<file path="src/fp2dec_pkg.sv">
package fp2dec_pkg;

    localparam int DEF_INT_BITS        = 16;
    localparam int DEF_FRAC_BITS       = 16;
    localparam int DEF_MAX_FRAC_DIGITS = 4;

    localparam int VALUE_W  = 32;
    localparam int CHAR_W   = 8;
    localparam int DIGIT_W  = 4;
    localparam int CFG_W    = 3;

    localparam logic [CFG_W-1:0]  FRAC_DIGITS_RST = 3'd2;
    localparam logic [CHAR_W-1:0] CH_ZERO         = 8'h30;
    localparam logic [CHAR_W-1:0] CH_POINT        = 8'h2E;

    typedef enum logic [2:0] {
        ST_IDLE,
        ST_CONV,
        ST_SKIP,
        ST_INT,
        ST_POINT,
        ST_FRAC
    } t_state;

    typedef struct packed {
        logic load;
        logic conv;
        logic shift;
    } t_bcd_ctrl;

    typedef struct packed {
        logic load;
        logic step;
    } t_frac_ctrl;

endpackage

</file>
<file path="src/fp2dec_bcd.sv">
module fp2dec_bcd #(
    parameter int INT_BITS   = fp2dec_pkg::DEF_INT_BITS,
    parameter int INT_DIGITS = (fp2dec_pkg::DEF_INT_BITS * 3) / 10 + 1
) (
    input  logic                             i_clk,
    input  fp2dec_pkg::t_bcd_ctrl            i_ctrl,
    input  logic [INT_BITS-1:0]              i_bin,
    output logic [fp2dec_pkg::DIGIT_W-1:0]   o_top_digit,
    output logic                             o_top_zero
);

    localparam int DW    = fp2dec_pkg::DIGIT_W;
    localparam int BCD_W = INT_DIGITS * DW;

    logic [INT_BITS-1:0] r_bin;
    logic [INT_BITS-1:0] n_bin;
    logic [BCD_W-1:0]    r_bcd;
    logic [BCD_W-1:0]    n_bcd;
    logic [BCD_W-1:0]    w_adj;

    // add-3 correction on every digit before the shift
    always_comb begin
        for (int k = 0; k < INT_DIGITS; k++) begin
            if (r_bcd[k*DW +: DW] >= DW'(5)) begin
                w_adj[k*DW +: DW] = r_bcd[k*DW +: DW] + DW'(3);
            end else begin
                w_adj[k*DW +: DW] = r_bcd[k*DW +: DW];
            end
        end
    end

    always_comb begin
        n_bin = r_bin;
        n_bcd = r_bcd;
        if (i_ctrl.load) begin
            n_bin = i_bin;
            n_bcd = '0;
        end else if (i_ctrl.conv) begin
            n_bin = {r_bin[INT_BITS-2:0], 1'b0};
            n_bcd = {w_adj[BCD_W-2:0], r_bin[INT_BITS-1]};
        end else if (i_ctrl.shift) begin
            n_bcd = {r_bcd[BCD_W-DW-1:0], {DW{1'b0}}};
        end
    end

    always_ff @(posedge i_clk) begin
        r_bin <= n_bin;
        r_bcd <= n_bcd;
    end

    assign o_top_digit = r_bcd[BCD_W-1 -: DW];
    assign o_top_zero  = (r_bcd[BCD_W-1 -: DW] == '0);

endmodule

</file>
<file path="src/fp2dec_frac.sv">
module fp2dec_frac #(
    parameter int FRAC_BITS = fp2dec_pkg::DEF_FRAC_BITS
) (
    input  logic                             i_clk,
    input  fp2dec_pkg::t_frac_ctrl           i_ctrl,
    input  logic [FRAC_BITS-1:0]             i_frac,
    output logic [fp2dec_pkg::DIGIT_W-1:0]   o_digit
);

    localparam int DW     = fp2dec_pkg::DIGIT_W;
    localparam int PROD_W = FRAC_BITS + DW;

    logic [FRAC_BITS-1:0] r_frac;
    logic [FRAC_BITS-1:0] n_frac;
    logic [PROD_W-1:0]    w_prod;

    // times ten as eight plus two
    assign w_prod  = {1'b0, r_frac, 3'b000} + {3'b000, r_frac, 1'b0};
    assign o_digit = w_prod[PROD_W-1 -: DW];

    always_comb begin
        n_frac = r_frac;
        if (i_ctrl.load) begin
            n_frac = i_frac;
        end else if (i_ctrl.step) begin
            n_frac = w_prod[FRAC_BITS-1:0];
        end
    end

    always_ff @(posedge i_clk) begin
        r_frac <= n_frac;
    end

endmodule

</file>
<file path="src/fixed_point_to_decimal_ascii.sv">
// the first character is registered after the bit-serial binary-to-BCD loop over the integer part
// and the skip of leading zero digits (at most INT_DIGITS - 1 of them)
// a new value is taken only in idle, after the last character of the previous one is registered;
// once the conversion is done, one character per cycle while i_stall does not hold the output
// reset: synchronous active-low, returns to idle, drops any pending output, frac_digits = 2
module fixed_point_to_decimal_ascii #(
    parameter int INT_BITS        = fp2dec_pkg::DEF_INT_BITS,
    parameter int FRAC_BITS       = fp2dec_pkg::DEF_FRAC_BITS,
    parameter int MAX_FRAC_DIGITS = fp2dec_pkg::DEF_MAX_FRAC_DIGITS
) (
    input  logic                            i_clk,
    input  logic                            i_rst_n,
    input  logic                            i_cfg_we,
    input  logic [fp2dec_pkg::CFG_W-1:0]    i_cfg_wdata,
    input  logic                            i_valid,
    output logic                            o_stall,
    input  logic [fp2dec_pkg::VALUE_W-1:0]  i_value,
    output logic                            o_valid,
    input  logic                            i_stall,
    output logic [fp2dec_pkg::CHAR_W-1:0]   o_char_out,
    output logic                            o_last_char
);

    localparam int INT_DIGITS = (INT_BITS * 3) / 10 + 1;
    localparam int CONV_W     = $clog2(INT_BITS + 1);
    localparam int DCNT_W     = $clog2(INT_DIGITS + 1);
    localparam int D_W        = $clog2(MAX_FRAC_DIGITS + 1);
    localparam int CW         = fp2dec_pkg::CHAR_W;
    localparam int DW         = fp2dec_pkg::DIGIT_W;
    localparam int VW         = fp2dec_pkg::VALUE_W;

    fp2dec_pkg::t_state     r_state;
    fp2dec_pkg::t_state     n_state;
    fp2dec_pkg::t_bcd_ctrl  w_bcd_ctrl;
    fp2dec_pkg::t_frac_ctrl w_frac_ctrl;

    logic [fp2dec_pkg::CFG_W-1:0] r_frac_digits;
    logic [CONV_W-1:0]            r_conv_cnt;
    logic [CONV_W-1:0]            n_conv_cnt;
    logic [DCNT_W-1:0]            r_dcnt;
    logic [DCNT_W-1:0]            n_dcnt;
    logic [D_W-1:0]               r_digits;
    logic [D_W-1:0]               n_digits;
    logic [D_W-1:0]               w_digits_sat;
    logic                         r_out_valid;
    logic                         n_out_valid;
    logic [CW-1:0]                r_char;
    logic [CW-1:0]                n_char;
    logic                         r_last;
    logic                         n_last;

    logic [2*VW-1:0]              w_value_ext;
    logic [INT_BITS-1:0]          w_ipart;
    logic [FRAC_BITS-1:0]         w_fpart;
    logic [DW-1:0]                w_int_digit;
    logic                         w_int_zero;
    logic [DW-1:0]                w_frac_digit;
    logic                         w_accept;
    logic                         w_slot;

    assign w_value_ext = {{VW{1'b0}}, i_value};
    assign w_ipart     = w_value_ext[FRAC_BITS +: INT_BITS];
    assign w_fpart     = w_value_ext[FRAC_BITS-1:0];

    assign o_stall  = (r_state != fp2dec_pkg::ST_IDLE);
    assign w_accept = i_valid && !o_stall;
    assign w_slot   = !r_out_valid || !i_stall;

    always_comb begin
        if (int'(r_frac_digits) > MAX_FRAC_DIGITS) begin
            w_digits_sat = D_W'(MAX_FRAC_DIGITS);
        end else begin
            w_digits_sat = D_W'(r_frac_digits);
        end
    end

    fp2dec_bcd #(
        .INT_BITS   (INT_BITS),
        .INT_DIGITS (INT_DIGITS)
    ) u_bcd (
        .i_clk       (i_clk),
        .i_ctrl      (w_bcd_ctrl),
        .i_bin       (w_ipart),
        .o_top_digit (w_int_digit),
        .o_top_zero  (w_int_zero)
    );

    fp2dec_frac #(
        .FRAC_BITS (FRAC_BITS)
    ) u_frac (
        .i_clk   (i_clk),
        .i_ctrl  (w_frac_ctrl),
        .i_frac  (w_fpart),
        .o_digit (w_frac_digit)
    );

    // next state
    always_comb begin
        n_state = r_state;
        case (r_state)
            fp2dec_pkg::ST_IDLE: begin
                if (w_accept) begin
                    n_state = fp2dec_pkg::ST_CONV;
                end
            end
            fp2dec_pkg::ST_CONV: begin
                if (r_conv_cnt == CONV_W'(1)) begin
                    n_state = fp2dec_pkg::ST_SKIP;
                end
            end
            fp2dec_pkg::ST_SKIP: begin
                if (!w_int_zero || r_dcnt == DCNT_W'(1)) begin
                    n_state = fp2dec_pkg::ST_INT;
                end
            end
            fp2dec_pkg::ST_INT: begin
                if (w_slot && r_dcnt == DCNT_W'(1)) begin
                    if (r_digits != '0) begin
                        n_state = fp2dec_pkg::ST_POINT;
                    end else begin
                        n_state = fp2dec_pkg::ST_IDLE;
                    end
                end
            end
            fp2dec_pkg::ST_POINT: begin
                if (w_slot) begin
                    n_state = fp2dec_pkg::ST_FRAC;
                end
            end
            fp2dec_pkg::ST_FRAC: begin
                if (w_slot && r_digits == D_W'(1)) begin
                    n_state = fp2dec_pkg::ST_IDLE;
                end
            end
            default: begin
                n_state = fp2dec_pkg::ST_IDLE;
            end
        endcase
    end

    // datapath control and output register
    always_comb begin
        w_bcd_ctrl  = '0;
        w_frac_ctrl = '0;
        n_conv_cnt  = r_conv_cnt;
        n_dcnt      = r_dcnt;
        n_digits    = r_digits;
        n_out_valid = r_out_valid && i_stall;
        n_char      = r_char;
        n_last      = r_last;
        case (r_state)
            fp2dec_pkg::ST_IDLE: begin
                if (w_accept) begin
                    w_bcd_ctrl.load  = 1'b1;
                    w_frac_ctrl.load = 1'b1;
                    n_conv_cnt       = CONV_W'(INT_BITS);
                    n_digits         = w_digits_sat;
                end
            end
            fp2dec_pkg::ST_CONV: begin
                w_bcd_ctrl.conv = 1'b1;
                n_conv_cnt      = r_conv_cnt - CONV_W'(1);
                if (r_conv_cnt == CONV_W'(1)) begin
                    n_dcnt = DCNT_W'(INT_DIGITS);
                end
            end
            fp2dec_pkg::ST_SKIP: begin
                if (w_int_zero && r_dcnt != DCNT_W'(1)) begin
                    w_bcd_ctrl.shift = 1'b1;
                    n_dcnt           = r_dcnt - DCNT_W'(1);
                end
            end
            fp2dec_pkg::ST_INT: begin
                if (w_slot) begin
                    w_bcd_ctrl.shift = 1'b1;
                    n_dcnt           = r_dcnt - DCNT_W'(1);
                    n_out_valid      = 1'b1;
                    n_char           = fp2dec_pkg::CH_ZERO + {{(CW-DW){1'b0}}, w_int_digit};
                    n_last           = (r_dcnt == DCNT_W'(1)) && (r_digits == '0);
                end
            end
            fp2dec_pkg::ST_POINT: begin
                if (w_slot) begin
                    n_out_valid = 1'b1;
                    n_char      = fp2dec_pkg::CH_POINT;
                    n_last      = 1'b0;
                end
            end
            fp2dec_pkg::ST_FRAC: begin
                if (w_slot) begin
                    w_frac_ctrl.step = 1'b1;
                    n_digits         = r_digits - D_W'(1);
                    n_out_valid      = 1'b1;
                    n_char           = fp2dec_pkg::CH_ZERO + {{(CW-DW){1'b0}}, w_frac_digit};
                    n_last           = (r_digits == D_W'(1));
                end
            end
            default: begin
                n_out_valid = 1'b0;
            end
        endcase
    end

    always_ff @(posedge i_clk) begin
        if (!i_rst_n) begin
            r_state       <= fp2dec_pkg::ST_IDLE;
            r_out_valid   <= 1'b0;
            r_frac_digits <= fp2dec_pkg::FRAC_DIGITS_RST;
            r_conv_cnt    <= '0;
            r_dcnt        <= '0;
            r_digits      <= '0;
        end else begin
            r_state     <= n_state;
            r_out_valid <= n_out_valid;
            r_conv_cnt  <= n_conv_cnt;
            r_dcnt      <= n_dcnt;
            r_digits    <= n_digits;
            if (i_cfg_we) begin
                r_frac_digits <= i_cfg_wdata;
            end
        end
    end

    always_ff @(posedge i_clk) begin
        r_char <= n_char;
        r_last <= n_last;
    end

    assign o_valid     = r_out_valid;
    assign o_char_out  = r_char;
    assign o_last_char = r_last;

endmodule
</file>
<file path="config.mk">
export PLATFORM = sky130hd
export DESIGN_NAME = fixed_point_to_decimal_ascii
export DESIGN_NICKNAME = d
export VERILOG_FILES = /design/src/fp2dec_pkg.sv /design/src/fp2dec_bcd.sv /design/src/fp2dec_frac.sv /design/src/fixed_point_to_decimal_ascii.sv
export SDC_FILE = /design/constraint.sdc
export NUM_CORES = 1
export LEC_CHECK = 0
export BUFFER_PORTS_ARGS = -buffer_cell sky130_fd_sc_hd__buf_2
export CAP_MARGIN = 10
export CORE_ASPECT_RATIO = 1.2
export CORE_UTILIZATION = 45
export CTS_BUF_LIST = sky130_fd_sc_hd__clkbuf_16
export DETAILED_ROUTE_END_ITERATION = 8
export GPL_TIMING_DRIVEN = 0
export PLACE_DENSITY = 0.77
export SLEW_MARGIN = 10
export SYNTH_ARGS = -nofsm -noshare
export SYNTH_HDL_FRONTEND = slang
export SYNTH_HIERARCHICAL = 1
export SYNTH_SLANG_ARGS = --single-unit
</file>
<file path="constraint.sdc">
create_clock -name i_clk -period 2.4 [get_ports i_clk]
set_input_delay 0.24 -clock i_clk [delete_from_list [all_inputs] [get_ports i_clk]]
set_output_delay 0.24 -clock i_clk [all_outputs]
set_load 0.05 [all_outputs]
</file>
# Word level (Yosys, flattened, before mapping)

Index checks and enable logic that the tools add are counted.

$add $sub $neg: 11
Multiply operators: 0
Divide/modulo/power cells: 0
$lt $le $gt $ge: 6
Equal/unequal tests: 18
Shift operators: 0
Muxes and demuxes: 46
Bitwise gates (word level): 0
Reduce and logical (&&, ||, !) cells: 31

Operators with widths:

| operator                                                                            | count |
|---|---|
| 16-bit 2-to-1 mux                                                                   | 4 |
| 3-bit 2-to-1 mux                                                                    | 14 |
| 20-bit 2-to-1 mux                                                                   | 2 |
| 8-bit 2-to-1 mux                                                                    | 3 |
| 8-bit case mux with 3 select lines                                                  | 1 |
| 19-bit by 17-bit adder with 20-bit output                                           | 1 |
| 4-bit by 3-bit greater-or-equal comparator with 1-bit output, second input constant | 5 |
| 2-bit inequality test, second input constant                                        | 9 |
| 3-bit case mux with 6 select lines                                                  | 1 |
| 4-bit by 2-bit adder with 4-bit output, second input constant                       | 4 |
| 4-bit 2-to-1 mux                                                                    | 4 |
| 6-bit by 4-bit adder with 7-bit output, first input constant                        | 2 |
| 3-bit nonzero test                                                                  | 4 |
| 1-bit 2-to-1 mux                                                                    | 10 |
| 5-bit case mux with 2 select lines                                                  | 1 |
| 2-bit nonzero test                                                                  | 5 |
| 3-bit by 1-bit equality test with 1-bit output, second input constant               | 3 |
| 3-bit case mux with 3 select lines                                                  | 1 |
| 4-bit AND reduction                                                                 | 2 |
| 3-bit by 2-bit equality test with 1-bit output, second input constant               | 2 |
| 3-bit equality test, second input constant                                          | 2 |
| 1-bit logical AND                                                                   | 6 |
| 3-bit zero test                                                                     | 2 |
| 3-bit case mux with 2 select lines                                                  | 1 |
| other kinds (16)                                                                    | 23 |

Register bits after elaboration: 79
Latch bits: 0
RAM bits: 0
ROM bits: 0
Output and inout port bits: 11
Word-level logic and storage cells: 123
Memories kept: 0

# Depth between registers and ports, before layout

Gate-level depths: netlist of the first run.

Word-level depth: 6
Gate-level depth with buffers: 10

# Cells and area by module

Netlist of the first run, hierarchy kept.

Modules (own cells, without submodules):

| module                       | times used | cells each | area an instance (um^2) | sequential area each (um^2) |
|---|---|---|---|---|
| fp2dec_bcd                   | 1          | 194        | 2,013.2                 | 880.8 |
| fp2dec_frac                  | 1          | 168        | 1,510.2                 | 480.5 |
| fixed_point_to_decimal_ascii | 1          | 168        | 1,425.1                 | 540.5 |

# Worst setup path before layout of the first run

Ideal clock, no wire load.

Path kind: reg2reg
Start point: register r_state[0]
End point: register u_frac.r_frac[0], enable pin
Setup time: 0.334 ns
Data arrival time: 2.072 ns
Required time: 2.066 ns
Slack: -0.005 ns
Cell stages (with the launch flop): 7
Path through: dfxtp_1 buf_4 or4b_2 inv_1 clkbuf_1 clkbuf_1 or2_2

RTL lines:

| what                   | line                                | text |
|---|---|---|
| start, declared        | fixed_point_to_decimal_ascii.sv:32  | `fp2dec_pkg::t_state r_state;` |
| start signal, assigned | fixed_point_to_decimal_ascii.sv:206 | `r_state <= fp2dec_pkg::ST_IDLE;` |
| start signal, assigned | fixed_point_to_decimal_ascii.sv:213 | `r_state <= n_state;` |
| end signal, assigned   | fp2dec_frac.sv:31                   | `r_frac <= n_frac;` |
| end, declared          | fp2dec_frac.sv:13                   | `logic [FRAC_BITS-1:0] r_frac;` |

# Final worst setup path of the first run

Start point: register u_frac.r_frac[2]
End point: register r_char[1] (netlist: o_char_out[1]) (data pin)

Word-level cells in the longest chain between the ends: 4

Ends and longest elaborated chain:

| what                                      | line                                | text |
|---|---|---|
| 19-bit by 17-bit adder with 20-bit output | fp2dec_frac.sv:18                   | `assign w_prod = {1'b0, r_frac, 3'b000} + {3'b000, r_frac, 1'b0};` |
| via w_frac_digit[1]                       | fixed_point_to_decimal_ascii.sv:57  | `logic [DW-1:0] w_frac_digit;` |
| 6-bit by 4-bit adder with 7-bit output    | fixed_point_to_decimal_ascii.sv:194 | `n_char = fp2dec_pkg::CH_ZERO + {{(CW-DW){1'b0}}, w_frac_digit};` |
| 8-bit 2-to-1 mux                          | fixed_point_to_decimal_ascii.sv:190 | `if (w_slot) begin` |
| 8-bit case mux with 3 select lines        | fixed_point_to_decimal_ascii.sv:151 | `case (r_state)` |
| via n_char[1]                             | fixed_point_to_decimal_ascii.sv:48  | `logic [CW-1:0] n_char;` |
| end signal, assigned                      | fixed_point_to_decimal_ascii.sv:225 | `r_char <= n_char;` |
| end, declared                             | fixed_point_to_decimal_ascii.sv:47  | `logic [CW-1:0] r_char;` |

The timed path passes the listed nets, and every way through them passes these cells. The select of a mux whose other input is x is not followed.
A chain may end at the register's enable or synchronous reset.

==> results of run 1 <==
[power by group]
part / switching, W / internal (W) / leakage [nW]
Clock: 0.000612 / 0.000728 / 0.141
Sequential: 0.000347 / 0.00196 / 0.679
Combinational: 0.00237 / 0.00179 / 1.40
[cells in the final DEF, fill, tap and decap left out, types with 3 or more instances in the layout]
| cell type | count |
|---|---|
| buf_2 | 53 |
| nand2_1 | 48 |
| edfxtp_1 | 38 |
| dfxtp_1 | 38 |
| nor2_1 | 30 |
| a21oi_1 | 30 |
| inv_1 | 29 |
| ha_1 | 29 |
| o21ai_0 | 24 |
| mux2_2 | 21 |
| nand2b_1 | 15 |
| buf_4 | 13 |
| nor3_1 | 12 |
| mux2i_1 | 11 |
| nand3_1 | 10 |
| nor3b_1 | 10 |
| a211oi_1 | 10 |
| o21a_1 | 10 |
| clkbuf_1 | 9 |
| clkbuf_16 | 9 |
| nand4b_1 | 9 |
| and2_1 | 7 |
| o221ai_1 | 7 |
| a32oi_1 | 6 |
| o21ai_1 | 6 |
| nor2b_1 | 5 |
| xnor2_1 | 5 |
| a21oi_2 | 5 |
| a21o_1 | 5 |
| nand3b_1 | 4 |
| o31a_1 | 4 |
| nand4_1 | 4 |
| o2111ai_1 | 4 |
| o31ai_1 | 3 |
| conb_1 | 3 |
| inv_6 | 3 |
| o311ai_1 | 3 |
[critical path: stages (launching register included)]
cell,delay (ns)
edfxtp_1,0.36
ha_1,0.17
inv_1,0.05
fa_1,0.41
nor2b_2,0.19
o2111ai_1,0.17
a21oi_2,0.27
o21a_1,0.17
o211ai_1,0.12
o21ai_1,0.13
nand2_1,0.06
[how the worst max path moves through the flow]
stage	start	to	slack [ns]	cells past startpoint
after global routing	u_frac/r_frac[2]	o_char_out[1]	-0.11	10
final	u_frac/r_frac[2]	o_char_out[1]	0.04	10
after floorplan	r_state[0]	u_frac/r_frac[0]	0.07	6
after detailed placement	r_state[0]	u_frac/r_frac[7]	-0.44	6
after CTS	r_state[0]	u_frac/r_frac[13]	0.002	6
after global placement	r_state[0]	u_frac/r_frac[9]	-0.44	6
[repair_timing]
action,in CTS,in global routing
setup endpoints to repair,66,81
gates cloned,1,0
setup buffers,1,2
gates resized for setup,9,21
pin swaps,2,2
[flip-flops by register name, summed over array words and instances (netlist names)]
name and count:
u_frac/r_frac 16, o_last_char 1, u_bcd/r_bcd 20, r_dcnt 3, r_conv_cnt 5, o_char_out 5, o_valid 1, r_frac_digits 3
u_bcd/r_bin 16, r_state 3, r_digits 3
[through the flow]
step	power, W	std cells	instance area, sq um
after floorplan	0.00534	531	4950
after global placement	0.00605	706	5350
after detailed placement	0.00623	706	5350
after CTS	0.00765	724	5680
after global routing	0.00839	726	5740
final	0.00781	726	5740
[per-layer routing]
| layer | vias to the layer above | global-route usage [%] | share of wire [%] |
|---|---|---|---|
| met5 | - | 0 | 0 |
| met4 | 0 | 9.39 | 1.6 |
| met3 | 14 | 4.39 | 5.7 |
| met2 | 142 | 38.3 | 51 |
| met1 | 2044 | 24.5 | 42 |
| li1 | 2089 | - | - |
[logic make-up (layout without fill, tap and decap cells)]
family,after synthesis,in the layout,synth area share (%)
XOR/XNOR,7,7,1.24
AO/OA/AOI/OAI,142,142,19.7
other,2,3,0.152
buffers and inverters,64,129,6.25
adder cells (fa/ha/maj),32,32,8.24
multiplexers,32,32,7.00
AND/OR/NAND/NOR,175,176,19.0
flip-flops,76,76,38.4
[layout make-up]
type	instances	area (sq um)	area share [%]
repair buffers	49	253	4.41
clock inverters	7	65.1	1.13
flip-flops and latches	76	1900	33.2
well taps	129	161	2.81
plain buffers	33	208	3.62
clock buffers	9	225	3.93
multi-input cells	392	2800	48.8
inverters	31	120	2.09
==> metrics.txt, run 1 <==
outcome finished, violations left; failing checks design-rule violations; EDFF count, synth 38; CTS Buf Count 9; worst reg2reg endpoint o_char_out[1]; Worst-path clk slew approximately 0.07 ns; core region area about 0.011 sq mm; worst flop-to-flop path startpoint u_frac/r_frac[2]; most frequent cell after synthesis nand2_1; Hold Path Sink r_frac_digits[1]; largest net degree at the start of global routing 23; register area share after synthesis approximately two fifths; DR WL/cell around 16 microns; Fin. Hold Viols 0; NumNets Final 664; clk sinks 76; # diodes 0; Skew-Pair Late Insertion Delay 0.34 ns; ratio of cells with drive above 1 in the final layout 22.9%; Starting Density roughly 47%; Yosys cell types 71; Cell Area, Synth between 0.004 and 0.005 sq mm; cell count after synthesis 530; WS Path Type flip-flop to flip-flop; Worst Tran Pin Value approximately 0.55 ns; FP Rows 41; main flop type after synthesis edfxtp_1; die width 97.7 microns; maximum vdd drop ~600 uV; Ports 51; Yosys top cell by area edfxtp_1; Starting DRT DRC Count ~290; Hold WS around 0.12 ns; CTS max path bufs 2; die height approximately 120 microns; via count ~4,300; Max FO, Critical Path 4; Pleak between 2 and 2.5 nW; hold-critical path depth 3; Setup Skew between 0.008 and 0.009 ns; first-pass GRT wire length roughly 19,000 microns; cells on worst reg2reg path 10; CP Launch Type flip-flop; Post-DRT Antenna Nets 0; Setup WS pre-CTS -0.443 ns; Final WS setup between 0.03 and 0.04 ns; Final Util a little over half; antenna violations before repair 0; CTS tree done; HPWL after detailed placement 8070 microns; Max Cap Viol 0; Final min period roughly 2.4 ns; worst path required time about 2.5 ns; fmax between 400 and 500 MHz; die area around 0.011 sq mm; post-route clock period utilization between 90% and 100%; flop-to-flop setup slack a little under 0.04 ns; Worst EP arrival 2.46 ns; Async SR Flop Fraction 0%; GPL Wtd Cong 0.867; Hold Crit Start i_cfg_wdata[1]; Routed Wire Length 11,500 microns; Filler cells a little under 1,000; # DRC 8; Area growth syn-to-layout 15.9%; Synthesis Warnings 6; Detailed Routing Iterations Pass 1 7; RSZ-0062 raised after global routing yes; largest cells by area after synthesis edfxtp_1 (23%), dfxtp_1 (15%), ha_1 (7.8%), mux2_2 (4.8%), nand2_1 (3.6%); Worst Setup End Kind flip-flop; H-tree Lvls 3; CTS hold repair buffers 0; final setup vio count 0; Global Route Usage Sum 21.2%; PortBufs 46; P per Cell Area approximately 1400 mW/mm^2; slew margin rel. between 60% and 70%; vias in the first global route 4,157; Avg Inst Size Synth 9.34 sq um; grt ovf 0; Post-synth top cells nand2_1 (48), dfxtp_1 (38), edfxtp_1 (38); post-synthesis register bit count 76; Max Slew Vio Count 0; Fin Setup TNS 0 ns; CTS root buf clkbuf_16; Synth top area share roughly 23%; Worst Hold Class primary input to flip-flop; vias per cell 5.91
No activity file was read; power rests on OpenSTA's default activity.
==> inputs of run 2 (changes only) <==
--- a/config.mk
+++ b/config.mk
@@ -9,9 +9,9 @@
 export CAP_MARGIN = 10
 export CORE_ASPECT_RATIO = 1.2
-export CORE_UTILIZATION = 45
+export CORE_UTILIZATION = 54
 export CTS_BUF_LIST = sky130_fd_sc_hd__clkbuf_16
 export DETAILED_ROUTE_END_ITERATION = 8
 export GPL_TIMING_DRIVEN = 0
-export PLACE_DENSITY = 0.77
+export PLACE_DENSITY = 0.88
 export SLEW_MARGIN = 10
 export SYNTH_ARGS = -nofsm -noshare
==> constraint.sdc (replaced) <==
create_clock -name i_clk -period 2.4 [get_ports i_clk]
set_input_delay 0.24 -clock i_clk [delete_from_list [all_inputs] [get_ports i_clk]]
set_output_delay 0.24 -clock i_clk [all_outputs]
set_load 0.1 [all_outputs]
==> metrics.txt, run 2 (synthesized netlist as in run 1, its figures left out) <==
Fin Setup TNS 0 ns (unchanged); outcome complete, no violations; met2 Use GR 42.7% (+4.4 points); GPL Wtd Cong 0.887 (+2.3%); antenna violations before repair 0 (unchanged); CTS max path bufs 2 (unchanged); CTS Buf Count 9 (unchanged); die width 89.4 microns (-8.5%); H-tree Lvls 3 (unchanged); ratio of cells with drive above 1 in the final layout 23.7% (+0.72 points); worst path required time 2.49 ns (about the same); Detailed Routing Iterations Pass 1 5 (-2); NumNets Final 667 (+0.45%); GRT busiest layer met2; Max Slew Vio Count 0 (unchanged); DR WL/cell 16.3 microns (+3.5%); Filler cells 650 (-33%); Max Cap Viol 0 (unchanged); Worst Tran Pin Value 0.532 ns (-0.0189 ns); maximum vdd drop 653 uV (+6.9%); final setup vio count 0 (unchanged); commonest cells after routing, fill and taps aside buf_2 (53), nand2_1 (48), edfxtp_1 (38), dfxtp_1 (38), inv_1 (31); Pleak 2.27 nW (+2.2%); CTS hold repair buffers 0 (unchanged); Largest Register u_bcd/r_bcd; Largest regs u_bcd/r_bcd: 20 flops, u_bcd/r_bin: 16 flops, u_frac/r_frac: 16 flops; # diodes 0 (unchanged); Worst EP arrival 2.45 ns (about the same); vias in the first global route 4,268 (+2.7%); Setup Skew 0.00968 ns (+0.000805 ns); Fin. Hold Viols 0 (unchanged); Area growth syn-to-layout 17.7%; post-route clock period utilization 98.4% (about the same); Worst Setup End Kind flip-flop; Largest register FFs 20 (unchanged); Post-DRT Antenna Nets 0 (unchanged); RSZ-0062 raised after global routing yes; Starting Density 56.6% (+10 points); Routed Wire Length 11,700 microns (+2.2%); largest net degree at the start of global routing 23 (unchanged); Critical Path End o_char_out[1]; Sequential Area 0.00190 sq mm (unchanged); Final WS setup 0.0390 ns (-0.000767 ns); Worst-path clk slew 0.06 ns (about the same); # DRC 0 (-8); die height 107 microns (-8.6%); FP Rows 37 (-9.8%); worst flop-to-flop path startpoint u_frac/r_frac[2]; Final min period 2.36 ns (+0.000767 ns); WS Path Type flip-flop to flip-flop; P per Cell Area 1420 mW/mm^2 (+4.4%); worst setup path start u_frac/r_frac[2]; Skew-Pair Late Insertion Delay 0.34 ns (about the same); cells on worst reg2reg path 10 (unchanged); Starting DRT DRC Count 332 (+16%); CTS tree done; CP Launch Type flip-flop; flop-to-flop setup slack 0.04 ns (about the same); Max FO, Critical Path 4 (unchanged); grt ovf 0 (unchanged); fmax 424 MHz (about the same); worst reg2reg endpoint o_char_out[1]; met1 Use GR 29.3% (+4.8 points); HPWL after detailed placement 8110 microns (+0.50%); Global Route Usage Sum 25.6% (+4.4 points); via count 4,355 (+1.5%); clk sinks 76 (unchanged); die area 0.00955 sq mm (-16%); PortBufs 46 (unchanged); core region area 0.00875 sq mm (-18%); Ports 51 (unchanged); CTS root buf clkbuf_16; Worst Hold Class primary input to flip-flop; vias per cell 6.07 (+2.8%); Setup WS pre-CTS -0.411 ns (+0.0322 ns); commonest non-fill, non-tap cell in the layout buf_2; met3 global-route usage 4.08% (-0.31 points); slew margin rel. 64.0% (+0.76 points); multi-input logic area 0.00283 sq mm (+1.2%); first-pass GRT wire length 18,900 microns (-2.0%)
## run 2: routing by layer
layer / wire length, microns / vias up / part of all wire (%)
li1: - / 2093 / -
met1: 4750 / 2047 / 41
met2: 5900 / 167 / 50
met3: 567 / 48 / 4.8
met4: 490 / 0 / 4.2
met5: 0 / - / 0
## run 2: critical path, stage by stage (launching register included)
cell,delay (ns)
edfxtp_1,0.39
ha_1,0.19
inv_1,0.06
fa_2,0.37
nor2b_4,0.15
o2111ai_1,0.16
a21oi_2,0.27
o21a_1,0.19
o211ai_1,0.11
o21ai_0,0.15
nand2_1,0.07
## run 2: worst min-delay path by stage
stage                  endpoint      startpoint  slack (ns)  depth (start not counted)
2_1_floorplan  r_frac_digits[1]  i_cfg_wdata[1]        0.37                          2
3_3_place_gp          r_dcnt[2]       r_dcnt[2]        0.45                          1
3_5_place_dp          r_dcnt[2]       r_dcnt[2]        0.46                          1
4_1_cts        r_frac_digits[1]  i_cfg_wdata[1]        0.11                          3
5_1_grt        r_frac_digits[1]  i_cfg_wdata[1]        0.13                          3
6_report       r_frac_digits[1]  i_cfg_wdata[1]        0.12                          3
## run 2: cell type report
type / count / share of cell area, %
multi-input combinational: 392 / 48.6
sequential: 76 / 32.6
timing repair buffer: 52 / 4.72
clock buffer: 9 / 3.87
buffer: 33 / 3.56
tap: 117 / 2.51
inverter: 31 / 2.06
clock inverter: 7 / 2.00
## run 2: what timing repair did
action | in CTS | in global routing
setup endpoints to repair | 66 | 37
gates resized for setup | 12 | 20
setup buffers | 0 | 6
pin swaps | 1 | 6
gates cloned | 1 | 0
## run 2: power by group
group | total (W) | switching, W | internal, W
registers | 0.00232 | 0.000359 | 0.00196
logic | 0.00441 | 0.00252 | 0.00189
clock network | 0.00155 | 0.000537 | 0.00101
## run 2: through the flow
stage	utilization, %	std cells	instance area, sq um	power (W)	hold slack (ns)
after floorplan	-	531	4950	0.00539	0.368
after global routing	66.6	717	5830	0.00882	0.126
final	66.6	717	5830	0.00829	0.117
after detailed placement	60.9	694	5330	0.00629	0.457
after global placement	60.9	694	5330	0.00607	0.448
after CTS	65.3	711	5710	0.00794	0.110
